File: config.mk
export PLATFORM = sky130hd
export DESIGN_NAME = ellipse_fill_column_span_core
export DESIGN_NICKNAME = d
export VERILOG_FILES = /design/src/rtl/core/efcs_pkg.sv /design/src/rtl/core/efcs_queue.sv /design/src/rtl/core/efcs_front.sv /design/src/rtl/core/efcs_back.sv /design/src/rtl/core/ellipse_fill_column_span_core.sv
export SDC_FILE = /design/constraint.sdc
export NUM_CORES = 2
export LEC_CHECK = 0
export BUFFER_PORTS_ARGS = -buffer_cell sky130_fd_sc_hd__buf_2
export CORE_MARGIN = 2
export CORE_UTILIZATION = 58
export DETAILED_ROUTE_END_ITERATION = 6
export PLACE_DENSITY = 0.83
export SLEW_MARGIN = 20
export SYNTH_ARGS = -nofsm -noshare
export SYNTH_HDL_FRONTEND = slang
export SYNTH_SLANG_ARGS = --single-unit
File: constraint.sdc
create_clock -name clk -period 18.14 [get_ports clk]
set_input_delay 1.814 -clock clk [delete_from_list [all_inputs] [get_ports clk]]
set_output_delay 1.814 -clock clk [all_outputs]
set_load 0.05 [all_outputs]
File: src/rtl/core/efcs_pkg.sv
// Shared definitions for the ellipse fill column span core.
// Depends on nothing; imported by efcs_front, efcs_back and the top core.
`default_nettype none

package efcs_pkg;

  localparam int COORD_WIDTH_DEF = 10;
  localparam int COLOR_WIDTH     = 16;
  localparam int QUEUE_DEPTH     = 2;

  typedef enum logic [0:0] {
    ST_IDLE,
    ST_RUN
  } back_state_t;

endpackage

`default_nettype wire

File: src/rtl/core/efcs_queue.sv
// Small register FIFO that parts the classifying front from the row search.
// Depends on nothing; width and depth are parameters.
`default_nettype none

module efcs_queue #(
  parameter int WIDTH = 8,
  parameter int DEPTH = 2
) (
  input  wire logic             clk,
  input  wire logic             rst,
  input  wire logic             wr_en,
  input  wire logic [WIDTH-1:0] wr_data,
  output logic                  full,
  input  wire logic             rd_en,
  output logic [WIDTH-1:0]      rd_data,
  output logic                  empty
);

  localparam int PTR_W = (DEPTH > 1) ? $clog2(DEPTH) : 1;
  localparam int CNT_W = $clog2(DEPTH + 1);
  localparam logic [PTR_W-1:0] LAST_PTR = PTR_W'(DEPTH - 1);
  localparam logic [CNT_W-1:0] FULL_CNT = CNT_W'(DEPTH);

  logic [WIDTH-1:0] mem [DEPTH];
  logic [PTR_W-1:0] wr_ptr;
  logic [PTR_W-1:0] rd_ptr;
  logic [CNT_W-1:0] count;
  logic             do_wr;
  logic             do_rd;

  assign full    = (count == FULL_CNT);
  assign empty   = (count == '0);
  assign do_wr   = wr_en && !full;
  assign do_rd   = rd_en && !empty;
  assign rd_data = mem[rd_ptr];

  always_ff @(posedge clk) begin
    if (do_wr) begin
      mem[wr_ptr] <= wr_data;
    end
  end

  always_ff @(posedge clk) begin
    if (rst) begin
      wr_ptr <= '0;
      rd_ptr <= '0;
      count  <= '0;
    end else begin
      if (do_wr) begin
        wr_ptr <= (wr_ptr == LAST_PTR) ? '0 : wr_ptr + 1'b1;
      end
      if (do_rd) begin
        rd_ptr <= (rd_ptr == LAST_PTR) ? '0 : rd_ptr + 1'b1;
      end
      if (do_wr && !do_rd) begin
        count <= count + 1'b1;
      end else if (do_rd && !do_wr) begin
        count <= count - 1'b1;
      end
    end
  end

endmodule

`default_nettype wire

File: src/rtl/core/efcs_front.sv
// Front end: accepts requests, derives radii and column distance, classifies
// trivially empty columns and forms the search constants in three stages.
// Depends on efcs_pkg; feeds efcs_queue.
`default_nettype none

module efcs_front #(
  parameter int COORD_WIDTH = efcs_pkg::COORD_WIDTH_DEF,
  parameter int JOB_WIDTH   = 8
) (
  input  wire logic                               clk,
  input  wire logic                               rst,
  input  wire logic                               push,
  output logic                                    full,
  input  wire logic [COORD_WIDTH-1:0]             center_x,
  input  wire logic [COORD_WIDTH-1:0]             center_y,
  input  wire logic [COORD_WIDTH-1:0]             box_width,
  input  wire logic [COORD_WIDTH-1:0]             box_height,
  input  wire logic signed [COORD_WIDTH+1:0]      column,
  input  wire logic [efcs_pkg::COLOR_WIDTH-1:0]   pixel_color,
  output logic                                    job_push,
  output logic [JOB_WIDTH-1:0]                    job_data,
  input  wire logic                               job_full
);
  import efcs_pkg::*;

  localparam int CW   = COORD_WIDTH;
  localparam int WW   = COORD_WIDTH + 2;
  localparam int RW   = COORD_WIDTH - 1;
  localparam int SQ_W = 2 * RW;
  localparam int PW   = 4 * RW;

  logic adv;
  logic take;

  logic signed [CW+2:0] diff;
  logic [CW+2:0]        neg_diff;
  logic [CW+1:0]        adx_full;
  logic [RW-1:0]        rx_in;
  logic [RW-1:0]        ry_in;
  logic                 far;

  logic                   s1_valid;
  logic [RW-1:0]          s1_rx;
  logic [RW-1:0]          s1_ry;
  logic [RW-1:0]          s1_adx;
  logic                   s1_skip;
  logic [CW-1:0]          s1_cy;
  logic [CW-1:0]          s1_h;
  logic [WW-1:0]          s1_col;
  logic [COLOR_WIDTH-1:0] s1_color;

  logic                   s2_valid;
  logic [RW-1:0]          s2_ry;
  logic [SQ_W-1:0]        s2_rx2;
  logic [SQ_W-1:0]        s2_ry2;
  logic [SQ_W-1:0]        s2_ax2;
  logic                   s2_skip;
  logic [CW-1:0]          s2_cy;
  logic [CW-1:0]          s2_h;
  logic [WW-1:0]          s2_col;
  logic [COLOR_WIDTH-1:0] s2_color;

  logic                   s3_valid;
  logic [RW-1:0]          s3_ry;
  logic [SQ_W-1:0]        s3_rx2;
  logic [PW-1:0]          s3_rhs;
  logic [PW-1:0]          s3_t;
  logic [PW-1:0]          s3_p;
  logic                   s3_skip;
  logic [CW-1:0]          s3_cy;
  logic [CW-1:0]          s3_h;
  logic [WW-1:0]          s3_col;
  logic [COLOR_WIDTH-1:0] s3_color;

  logic [PW-1:0] lim;
  logic [PW-1:0] step0;

  assign adv      = !s3_valid || !job_full;
  assign full     = !adv;
  assign take     = push && adv;
  assign job_push = s3_valid && !job_full;

  assign diff     = $signed({3'b000, center_x}) - $signed({column[WW-1], column});
  assign neg_diff = -diff;
  assign adx_full = diff[CW+2] ? neg_diff[CW+1:0] : diff[CW+1:0];
  assign rx_in    = box_width[CW-1:1];
  assign ry_in    = box_height[CW-1:1];
  assign far      = adx_full >= {3'b000, rx_in};

  always_ff @(posedge clk) begin
    if (rst) begin
      s1_valid <= 1'b0;
      s2_valid <= 1'b0;
      s3_valid <= 1'b0;
    end else if (adv) begin
      s1_valid <= take;
      s2_valid <= s1_valid;
      s3_valid <= s2_valid;
    end
  end

  always_ff @(posedge clk) begin
    if (adv) begin
      s1_rx    <= rx_in;
      s1_ry    <= ry_in;
      s1_adx   <= adx_full[RW-1:0];
      s1_skip  <= far || (rx_in == '0) || (ry_in == '0);
      s1_cy    <= center_y;
      s1_h     <= box_height;
      s1_col   <= column;
      s1_color <= pixel_color;

      s2_ry    <= s1_ry;
      s2_rx2   <= SQ_W'(s1_rx) * SQ_W'(s1_rx);
      s2_ry2   <= SQ_W'(s1_ry) * SQ_W'(s1_ry);
      s2_ax2   <= SQ_W'(s1_adx) * SQ_W'(s1_adx);
      s2_skip  <= s1_skip;
      s2_cy    <= s1_cy;
      s2_h     <= s1_h;
      s2_col   <= s1_col;
      s2_color <= s1_color;

      s3_ry    <= s2_ry;
      s3_rx2   <= s2_rx2;
      s3_rhs   <= PW'(s2_rx2) * PW'(s2_ry2);
      s3_t     <= PW'(s2_ax2) * PW'(s2_ry2);
      s3_p     <= PW'(s2_rx2) * PW'(s2_ry);
      s3_skip  <= s2_skip;
      s3_cy    <= s2_cy;
      s3_h     <= s2_h;
      s3_col   <= s2_col;
      s3_color <= s2_color;
    end
  end

  assign lim   = s3_rhs - s3_t;
  assign step0 = {s3_p[PW-2:0], 1'b0} - PW'(s3_rx2);

  assign job_data = {s3_rx2, s3_rhs, lim, step0, s3_ry, s3_skip,
                     s3_cy, s3_h, s3_col, s3_color};

endmodule

`default_nettype wire

File: src/rtl/core/efcs_back.sv
// Back end: walks rows from the top of the bounding box toward the center,
// one row per cycle by difference updates, and holds the result register.
// Depends on efcs_pkg; drains efcs_queue.
`default_nettype none

module efcs_back #(
  parameter int COORD_WIDTH = efcs_pkg::COORD_WIDTH_DEF,
  parameter int JOB_WIDTH   = 8
) (
  input  wire logic                              clk,
  input  wire logic                              rst,
  input  wire logic [JOB_WIDTH-1:0]              job_data,
  input  wire logic                              job_empty,
  output logic                                   job_pop,
  output logic                                   empty,
  input  wire logic                              pop,
  output logic                                   span_valid,
  output logic signed [COORD_WIDTH+1:0]          span_column,
  output logic signed [COORD_WIDTH+1:0]          span_top,
  output logic [COORD_WIDTH-1:0]                 span_length,
  output logic [efcs_pkg::COLOR_WIDTH-1:0]       span_color
);
  import efcs_pkg::*;

  localparam int CW   = COORD_WIDTH;
  localparam int WW   = COORD_WIDTH + 2;
  localparam int RW   = COORD_WIDTH - 1;
  localparam int SQ_W = 2 * RW;
  localparam int PW   = 4 * RW;

  logic [SQ_W-1:0]        j_rx2;
  logic [PW-1:0]          j_sq0;
  logic [PW-1:0]          j_lim;
  logic [PW-1:0]          j_step0;
  logic [RW-1:0]          j_ry;
  logic                   j_skip;
  logic [CW-1:0]          j_cy;
  logic [CW-1:0]          j_h;
  logic [WW-1:0]          j_col;
  logic [COLOR_WIDTH-1:0] j_color;

  back_state_t state;
  back_state_t state_next;

  logic [PW-1:0]          sq;
  logic [PW-1:0]          lim;
  logic [PW-1:0]          step;
  logic [SQ_W-1:0]        rx2;
  logic [RW-1:0]          ady;
  logic [RW-1:0]          ry;
  logic                   skip;
  logic [CW-1:0]          cy;
  logic [CW-1:0]          h;
  logic [WW-1:0]          col;
  logic [COLOR_WIDTH-1:0] color;
  logic                   out_valid;

  logic          hit;
  logic          last;
  logic          load;
  logic          advance;
  logic          finish;
  logic [RW-1:0] off;
  logic [WW-1:0] top_calc;
  logic [CW-1:0] len_calc;

  assign {j_rx2, j_sq0, j_lim, j_step0, j_ry, j_skip,
          j_cy, j_h, j_col, j_color} = job_data;

  assign hit      = !skip && (sq < lim);
  assign last     = skip || hit || (ady == '0);
  assign off      = ry - ady;
  assign top_calc = {2'b00, cy} - {3'b000, ady};
  assign len_calc = h - {off, 1'b0};

  always_ff @(posedge clk) begin
    if (rst) begin
      state <= ST_IDLE;
    end else begin
      state <= state_next;
    end
  end

  always_comb begin
    state_next = state;
    job_pop    = 1'b0;
    load       = 1'b0;
    advance    = 1'b0;
    finish     = 1'b0;
    unique case (state)
      ST_IDLE: begin
        if (!job_empty) begin
          job_pop    = 1'b1;
          load       = 1'b1;
          state_next = ST_RUN;
        end
      end
      ST_RUN: begin
        if (!last) begin
          advance = 1'b1;
        end else if (!out_valid || pop) begin
          finish     = 1'b1;
          state_next = ST_IDLE;
        end
      end
      default: begin
        state_next = ST_IDLE;
      end
    endcase
  end

  always_ff @(posedge clk) begin
    if (load) begin
      sq    <= j_sq0;
      lim   <= j_lim;
      step  <= j_step0;
      rx2   <= j_rx2;
      ady   <= j_ry;
      ry    <= j_ry;
      skip  <= j_skip;
      cy    <= j_cy;
      h     <= j_h;
      col   <= j_col;
      color <= j_color;
    end else if (advance) begin
      sq   <= sq - step;
      step <= step - PW'({rx2, 1'b0});
      ady  <= ady - 1'b1;
    end
  end

  always_ff @(posedge clk) begin
    if (rst) begin
      out_valid <= 1'b0;
    end else if (finish) begin
      out_valid <= 1'b1;
    end else if (pop) begin
      out_valid <= 1'b0;
    end
  end

  always_ff @(posedge clk) begin
    if (finish) begin
      span_valid  <= hit;
      span_column <= col;
      span_top    <= hit ? top_calc : '0;
      span_length <= hit ? len_calc : '0;
      span_color  <= color;
    end
  end

  assign empty = !out_valid;

endmodule

`default_nettype wire

File: src/rtl/core/ellipse_fill_column_span_core.sv
// Filled-ellipse column span core: for one ellipse and one screen column, finds
// the top row inside the ellipse and the span length. Requests enter through a
// three-stage front (radii, squares, products), wait in a two-entry queue, and
// are searched by the back end one row per cycle from the top of the bounding
// box toward the center, using difference updates of the quadratic test. The
// front and queue keep taking requests while a search runs, so the sustained
// rate is set by that search loop; columns outside the ellipse or with zero
// radii are flagged in the front and finish without walking rows. Results
// leave through a register that holds until popped while the next search runs.
// Depends on efcs_pkg, efcs_front, efcs_queue and efcs_back.
`default_nettype none

module ellipse_fill_column_span_core #(
  parameter int COORD_WIDTH = efcs_pkg::COORD_WIDTH_DEF
) (
  input  wire logic                              clk,
  input  wire logic                              rst,
  input  wire logic                              push,
  output logic                                   full,
  input  wire logic [COORD_WIDTH-1:0]            center_x,
  input  wire logic [COORD_WIDTH-1:0]            center_y,
  input  wire logic [COORD_WIDTH-1:0]            box_width,
  input  wire logic [COORD_WIDTH-1:0]            box_height,
  input  wire logic signed [COORD_WIDTH+1:0]     column,
  input  wire logic [efcs_pkg::COLOR_WIDTH-1:0]  pixel_color,
  output logic                                   empty,
  input  wire logic                              pop,
  output logic                                   span_valid,
  output logic signed [COORD_WIDTH+1:0]          span_column,
  output logic signed [COORD_WIDTH+1:0]          span_top,
  output logic [COORD_WIDTH-1:0]                 span_length,
  output logic [efcs_pkg::COLOR_WIDTH-1:0]       span_color
);
  import efcs_pkg::*;

  localparam int RW        = COORD_WIDTH - 1;
  localparam int SQ_W      = 2 * RW;
  localparam int PW        = 4 * RW;
  localparam int JOB_WIDTH = SQ_W + 3 * PW + RW + 1 + 2 * COORD_WIDTH
                             + (COORD_WIDTH + 2) + COLOR_WIDTH;

  logic                 job_push;
  logic [JOB_WIDTH-1:0] job_wdata;
  logic                 job_full;
  logic                 job_pop;
  logic [JOB_WIDTH-1:0] job_rdata;
  logic                 job_empty;

  efcs_front #(
    .COORD_WIDTH (COORD_WIDTH),
    .JOB_WIDTH   (JOB_WIDTH)
  ) u_front (
    .clk         (clk),
    .rst         (rst),
    .push        (push),
    .full        (full),
    .center_x    (center_x),
    .center_y    (center_y),
    .box_width   (box_width),
    .box_height  (box_height),
    .column      (column),
    .pixel_color (pixel_color),
    .job_push    (job_push),
    .job_data    (job_wdata),
    .job_full    (job_full)
  );

  efcs_queue #(
    .WIDTH (JOB_WIDTH),
    .DEPTH (QUEUE_DEPTH)
  ) u_queue (
    .clk     (clk),
    .rst     (rst),
    .wr_en   (job_push),
    .wr_data (job_wdata),
    .full    (job_full),
    .rd_en   (job_pop),
    .rd_data (job_rdata),
    .empty   (job_empty)
  );

  efcs_back #(
    .COORD_WIDTH (COORD_WIDTH),
    .JOB_WIDTH   (JOB_WIDTH)
  ) u_back (
    .clk         (clk),
    .rst         (rst),
    .job_data    (job_rdata),
    .job_empty   (job_empty),
    .job_pop     (job_pop),
    .empty       (empty),
    .pop         (pop),
    .span_valid  (span_valid),
    .span_column (span_column),
    .span_top    (span_top),
    .span_length (span_length),
    .span_color  (span_color)
  );

endmodule

`default_nettype wire
Yosys cells after proc, flatten, opt, wreduce, memory -nomap -nowiden
Memories as Yosys holds them, arrays and structs flattened. A register that Yosys moved wholly into a read port is not among the register bits.
Index checks and enable logic that the tools add are counted.
{ "word_totals": {"reg_bits": 616, "ramBits": 368, "inputBits": 72, "output_inout_bits": 53, "n_memories": 1} }
{ "classes": {"addsub": 14, "n_mul": 6, "n_lt_le_gt_ge": 2, "eq_ne": 1, "muxes": 27, "bitwise_logic": 1, "reduce_logical": 28} }
{ "memory_table": {"columns": ["memory", "words", "word_bits", "read_ports", "rd_clocked_by_memory_dff", "wr", "line", "source"], "rows": [
  ["u_queue.mem", 2, 184, 1, 1, 1, "efcs_queue.sv:24", "logic [WIDTH-1:0] mem [DEPTH];"]
]} }
{ "op_table": {"columns": ["op", "count"], "rows": [
  ["$mux 36", 4],
  ["$mul 18x18->36", 2],
  ["$sub 36x36->36", 2],
  ["$mul 9x9->18", 3],
  ["$lt 36x36->1", 1],
  ["$sub 36x19->36", 1],
  ["$sub 28x18->29", 1],
  ["$logic_not 9->1", 3],
  ["$mul 18x9->27", 1],
  ["$mux 9", 2],
  ["$mux 1", 17],
  ["$sub 11x12->13", 1],
  ["$ge 12x9->1", 1],
  ["$mux 12", 1],
  ["$neg 12->12", 1],
  ["$sub 10x9->11", 1],
  ["$sub 10x10->10", 1],
  ["$sub 9x1->9 const B", 1],
  ["$sub 9x9->9", 1],
  ["$logic_not 1->1", 8],
  ["$logic_and 1x1->1", 7],
  ["$logic_or 1x1->1", 6],
  ["$reduce_bool 2->1", 3],
  ["$mux 2", 2],
  ["other kinds (7)", 8]
]} }

Depth between registers and ports, before layout
{ "depth": {"ltp_word": 8, "depth_mapped": 25} }

Modules after synthesis
Synthesis repeated with hierarchy kept, for this count alone.
{ "hier_totals": {"hier_cells": 6225, "hier_area_um2": 71517.3} }
{ "by_module_without_submodules": {"columns": ["module", "n_inst", "cells_per_inst", "area_per_inst_um2"], "rows": [
  ["efcs_front", 1, 4389, 44229.9],
  ["efcs_back", 1, 1239, 13741.9],
  ["efcs_queue", 1, 597, 13545.5]
]} }

Least setup slack after synthesis
No wires, ideal clock.
{ "synth_timing": {"path_kind": "reg2out", "startpoint": "reg u_queue.count[0]", "endpoint": "out full", "t_arrival_ns": 11.483, "t_required_ns": 16.326, "setup_slack_ns": 4.843, "path_stages_with_launch": 3, "path_cell_list": "dfxtp_1 -> nand3b_1 -> inv_1"} }
{ "synth_between": {"elab_chain_cells": 4} }
{ "synth_lines": {"columns": ["item", "line", "source"], "rows": [
  ["from (decl)", "efcs_queue.sv:27", "logic [CNT_W-1:0] count;"],
  ["from (signal assigned)", "efcs_queue.sv:56", "count <= count + 1'b1;"],
  ["from (signal assigned)", "efcs_queue.sv:58", "count <= count - 1'b1;"],
  ["$eq 2x2->1", "efcs_queue.sv:31", "assign full = (count == FULL_CNT);"],
  ["$logic_not 1->1", "efcs_front.sv:78", "assign adv = !s3_valid || !job_full;"],
  ["$logic_or 1x1->1", "efcs_front.sv:78", null],
  ["$logic_not 1->1", "efcs_front.sv:79", "assign full = !adv;"],
  ["to (decl)", "ellipse_fill_column_span_core.sv:19", "output logic full,"]
]} }
No other way between the ends.

Worst setup path in the final report
{ "layout_timing": {"startpoint": "reg u_front.s2_ax2[15]", "endpoint": "reg u_front.s3_t[33], data pin"} }
{ "layout_between": {"elab_chain_cells": 1} }
{ "layout_lines": {"columns": ["item", "line", "source"], "rows": [
  ["from (decl)", "efcs_front.sv:56", "logic [SQ_W-1:0] s2_ax2;"],
  ["from (signal assigned)", "efcs_front.sv:116", "s2_ax2 <= SQ_W'(s1_adx) * SQ_W'(s1_adx);"],
  ["$mul 18x18->36", "efcs_front.sv:126", "s3_t <= PW'(s2_ax2) * PW'(s2_ry2);"],
  ["to (signal assigned)", "efcs_front.sv:126", null],
  ["to (decl)", "efcs_front.sv:67", "logic [PW-1:0] s3_t;"]
]} }
No other way between the ends.
A chain may end at the register's enable or synchronous reset.

==> Flow_metrics.wiki <==
{| class="wikitable"
! Metric !! Value
|-
| Status || finished clean
|-
| Maximum count of clock buffers along a single path || 3
|-
| Summed instance area of the synthesized netlist || 68,700 um2
|-
| Number of enable-type register cells in the synthesized netlist || 890
|-
| Synthesized netlist cell count || 6,049
|-
| Count leader, synth || sky130_fd_sc_hd__inv_1
|-
| End of the worst hold path || u_front.s2_cy[8]
|-
| I/O pin total || 125
|-
| Setup slack of the worst register-to-register path || 11.10 ns
|-
| Half-perimeter wire length of the detailed placement result || 107,000 um
|-
| Clock transition at path regs || 0.07 ns
|-
| TritonCTS sink count || 900
|-
| Filler instances || approximately 8,500
|-
| Die Y-Extent || 348 um
|-
| Post-DR vias/cell || 5.71
|-
| Die area || 121,000 um2
|-
| First-pass GRT wire length || 245,000 um
|-
| First DRT Iteration DRCs || 3,517
|-
| Top-area cell type share of the netlist area || 0.389
|-
| Number of max-slew violations in the final report || 0
|-
| Standard-cell row count || 126
|-
| Required time of the critical path || 18.56 ns
|-
| Number of endpoints with negative hold slack in the final report || 0
|-
| R2R depth || 20
|-
| Post-CTS Setup Bufs || 0
|-
| Routed via count || 44,370
|-
| Achievable frequency || 0.142 GHz
|-
| Largest net degree at the start of global routing || 115
|-
| Startpoint of the worst hold path || u_front.s1_cy[8]
|-
| Fin Setup TNS || 0 ns
|-
| Count of nets after finishing || 7,509
|-
| Die W || 348 um
|-
| Worst reg2reg path startpoint || u_front.s2_ax2[15]
|-
| Endpoint of the most critical register-to-register path || u_front.s3_t[33]
|-
| Antenna violations before repair || 1
|-
| Pre-Repair DR Iteration Count || 7
|-
| Tightest slew margin relative to the limit || 0.248
|-
| Starting density of the core || 0.584
|-
| Max-cap viol count || 0
|-
| Sort of element at the start of the critical path || flip-flop
|-
| CP max FO || 17
|-
| Number of storage elements in the synthesis netlist || 900
|-
| Final wirelength || approximately 150,000 um
|-
| Class of the most critical setup path || flip-flop to flip-flop
|-
| Clock skew || 0.0659 ns
|-
| Final GP Congestion || 0.904
|-
| Port-buffer cells || 123
|-
| Number of buffers created by CTS || 92
|-
| Time the final worst path needs with I/O delays and setup || 7.04 ns
|-
| Post-synth top cells || sky130_fd_sc_hd__inv_1, sky130_fd_sc_hd__edfxtp_1, sky130_fd_sc_hd__fa_1
|-
| Top post-synthesis cells by area || sky130_fd_sc_hd__edfxtp_1, sky130_fd_sc_hd__fa_1, sky130_fd_sc_hd__ha_1
|-
| Remaining global-route overflow || 0
|-
| Diodes inserted || 0
|-
| Count of cell types in the netlist || 75
|-
| CTS resizes || 0
|-
| Period utilization || 0.388
|-
| Vias in the first global route || ~48,000
|-
| Layout-stage area growth over the synthesis result || 7.88%
|-
| Transition at the pin with the smallest max-transition slack || 1.13 ns
|-
| Ratio of cells with drive above 1 in the final layout || 0.0752
|-
| Critical path data arrival time || roughly 7.5 ns
|-
| Setup violators final || 0
|-
| Leading area contributor after synthesis || sky130_fd_sc_hd__edfxtp_1
|-
| Type of the most critical hold path || flip-flop to flip-flop
|-
| Share of flip-flops with an asynchronous set or reset || 0
|-
| CTS root buf || sky130_fd_sc_hd__clkbuf_16
|-
| CTS tree || done
|-
| Seq/Total Area, Yosys || 0.392
|-
| Average routed wire per standard cell || 19.2 um
|-
| Dominant register cell in the synthesized netlist || sky130_fd_sc_hd__edfxtp_1
|-
| Overall routing resource usage || 0.253
|-
| Setup repair after global routing missed its margin || false
|-
| Hold bufs inserted after CTS || 0
|-
| Max H-tree Level || 3
|-
| Post-route antenna net violation count || 0
|-
| DRC violations left || 0
|-
| Nature of the critical path endpoint || flip-flop
|-
| Warnings, synthesis || 0
|-
| Synthesized area divided by synthesized cell count || 11.4 um2
|-
| Number of cells on the worst hold path || 0
|-
| Worst-skew pair later-pin latency || 0.71 ns
|-
| Placeable Area || about 120,000 um2
|}
[routing by layer]
metal  share of wire  GRT usage  vias to the layer above
met1            0.39      0.316                    22031
met4           0.039      0.100                        2
met3           0.072     0.0421                      354
li1                -          -                    20268
met5         0.00011          0                        -
met2            0.50      0.440                     1715
[worst max-delay path by stage]
stage | startpoint | endpoint | slack (ns) | depth (start not counted)
after floorplan | u_queue.count[0] | full | 4.84 | 2
after global placement | u_front.s2_rx2[9] | u_front.s3_rhs[30] | 11.06 | 19
after detailed placement | u_front.s2_rx2[9] | u_front.s3_rhs[30] | 10.96 | 19
after CTS | u_front.s2_rx2[9] | u_front.s3_rhs[30] | 10.90 | 19
after global routing | u_front.s2_ax2[10] | u_front.s3_t[32] | 10.79 | 20
final | u_front.s2_ax2[15] | u_front.s3_t[33] | 11.10 | 20
[stage by stage]
step | instances | hold WS, ns | instance area (um2) | worst slack (ns) | utilization
after floorplan | 6066 | 0.400 | 68800 | 4.84 | -
after global placement | 7604 | 0.400 | 71100 | 11.06 | 0.604
after detailed placement | 7604 | 0.405 | 71100 | 10.96 | 0.604
after CTS | 7773 | 0.394 | 74100 | 10.90 | 0.629
after global routing | 7776 | 0.395 | 74100 | 10.79 | 0.630
final | 7776 | 0.398 | 74100 | 11.10 | 0.630
[worst max-delay path, stage by stage, from the launching register on]
cell and delay (ns):
sky130_fd_sc_hd__edfxtp_1 0.85, sky130_fd_sc_hd__nand2_1 0.20, sky130_fd_sc_hd__fa_1 0.54, sky130_fd_sc_hd__fa_1 0.56, sky130_fd_sc_hd__fa_1 0.54, sky130_fd_sc_hd__inv_1 0.06
sky130_fd_sc_hd__fa_1 0.47, sky130_fd_sc_hd__fa_1 0.53, sky130_fd_sc_hd__inv_1 0.05, sky130_fd_sc_hd__fa_1 0.50, sky130_fd_sc_hd__inv_1 0.05, sky130_fd_sc_hd__ha_1 0.40
sky130_fd_sc_hd__nand4_1 0.19, sky130_fd_sc_hd__nor4_1 0.37, sky130_fd_sc_hd__o311ai_0 0.30, sky130_fd_sc_hd__a31oi_1 0.35, sky130_fd_sc_hd__a21oi_1 0.22, sky130_fd_sc_hd__o211ai_1 0.22
sky130_fd_sc_hd__a21o_1 0.15, sky130_fd_sc_hd__a21oi_1 0.08, sky130_fd_sc_hd__xnor2_1 0.14
[flip-flops by register name, summed over array words and instances, names as in the netlist, 16 cells and up, named ones only]
| signal | count |
|---|---|
| u_back.span_color | 16 |
| u_front.s3_rx2 | 17 |
| u_front.s3_color | 16 |
| u_front.s2_rx2 | 17 |
| u_front.s3_rhs | 35 |
| u_front.s2_ax2 | 17 |
| u_front.s1_color | 16 |
| u_back.lim | 36 |
| u_back.step | 36 |
| u_front.s2_color | 16 |
| u_front.s2_ry2 | 16 |
| u_queue.mem | 330 |
| u_back.color | 16 |
| u_front.s3_t | 35 |
| u_back.sq | 36 |
| u_back.rx2 | 17 |
| u_front.s3_p | 26 |
[final cells by class]
cell class / instances / area [um2] / area share
clock buffers: 107 / 2360 / 0.0318
inverters: 1047 / 3940 / 0.0531
multi-input cells: 3948 / 37300 / 0.503
flip-flops and latches: 900 / 26900 / 0.363
clock inverters: 62 / 623 / 0.00840
well taps: 1536 / 1920 / 0.0259
repair buffers: 176 / 1050 / 0.0141
[layout by cell type (no fill, tap or decap), types with 19 or more instances in the layout]
master	synthesis	routed
sky130_fd_sc_hd__xnor2_1	177	177
sky130_fd_sc_hd__and3_1	22	21
sky130_fd_sc_hd__ha_1	596	596
sky130_fd_sc_hd__a21oi_1	227	227
sky130_fd_sc_hd__inv_1	1046	1046
sky130_fd_sc_hd__nand2_1	538	538
sky130_fd_sc_hd__edfxtp_1	890	890
sky130_fd_sc_hd__or3_1	20	20
sky130_fd_sc_hd__mux2_2	115	115
sky130_fd_sc_hd__o21a_1	28	28
sky130_fd_sc_hd__clkinv_1	1	20
sky130_fd_sc_hd__nor3_1	51	51
sky130_fd_sc_hd__nand4_1	22	22
sky130_fd_sc_hd__o21ai_0	160	160
sky130_fd_sc_hd__nor2_1	188	186
sky130_fd_sc_hd__a211oi_1	41	40
sky130_fd_sc_hd__a31oi_1	32	32
sky130_fd_sc_hd__nand3_1	45	45
sky130_fd_sc_hd__clkbuf_16	0	92
sky130_fd_sc_hd__xor2_1	85	85
sky130_fd_sc_hd__mux2i_1	33	33
sky130_fd_sc_hd__and2_1	441	441
sky130_fd_sc_hd__conb_1	2	19
sky130_fd_sc_hd__buf_2	0	123
sky130_fd_sc_hd__nand2b_1	43	43
sky130_fd_sc_hd__fa_1	676	676
sky130_fd_sc_hd__o211ai_1	21	21
sky130_fd_sc_hd__nor2b_1	64	64
sky130_fd_sc_hd__a21o_1	92	91
sky130_fd_sc_hd__buf_4	1	49
[logic make-up (layout without fill, tap and decap cells)]
kind of cell | Yosys count | after routing | share of synthesized area
adders and majority gates | 1272 | 1272 | 0.305
AOI/OAI and AO/OA | 739 | 739 | 0.0686
muxes | 148 | 148 | 0.0237
and+or+nand+nor | 1508 | 1508 | 0.110
other | 2 | 19 | 0.000109
DFF | 900 | 900 | 0.392
buffers and inverters | 1218 | 1392 | 0.0666
xor gates and xnor gates | 262 | 262 | 0.0334
Power is left out: the tool's default activity adds up to more than one toggle a clock period on the data nets, which glitch-free logic cannot reach.
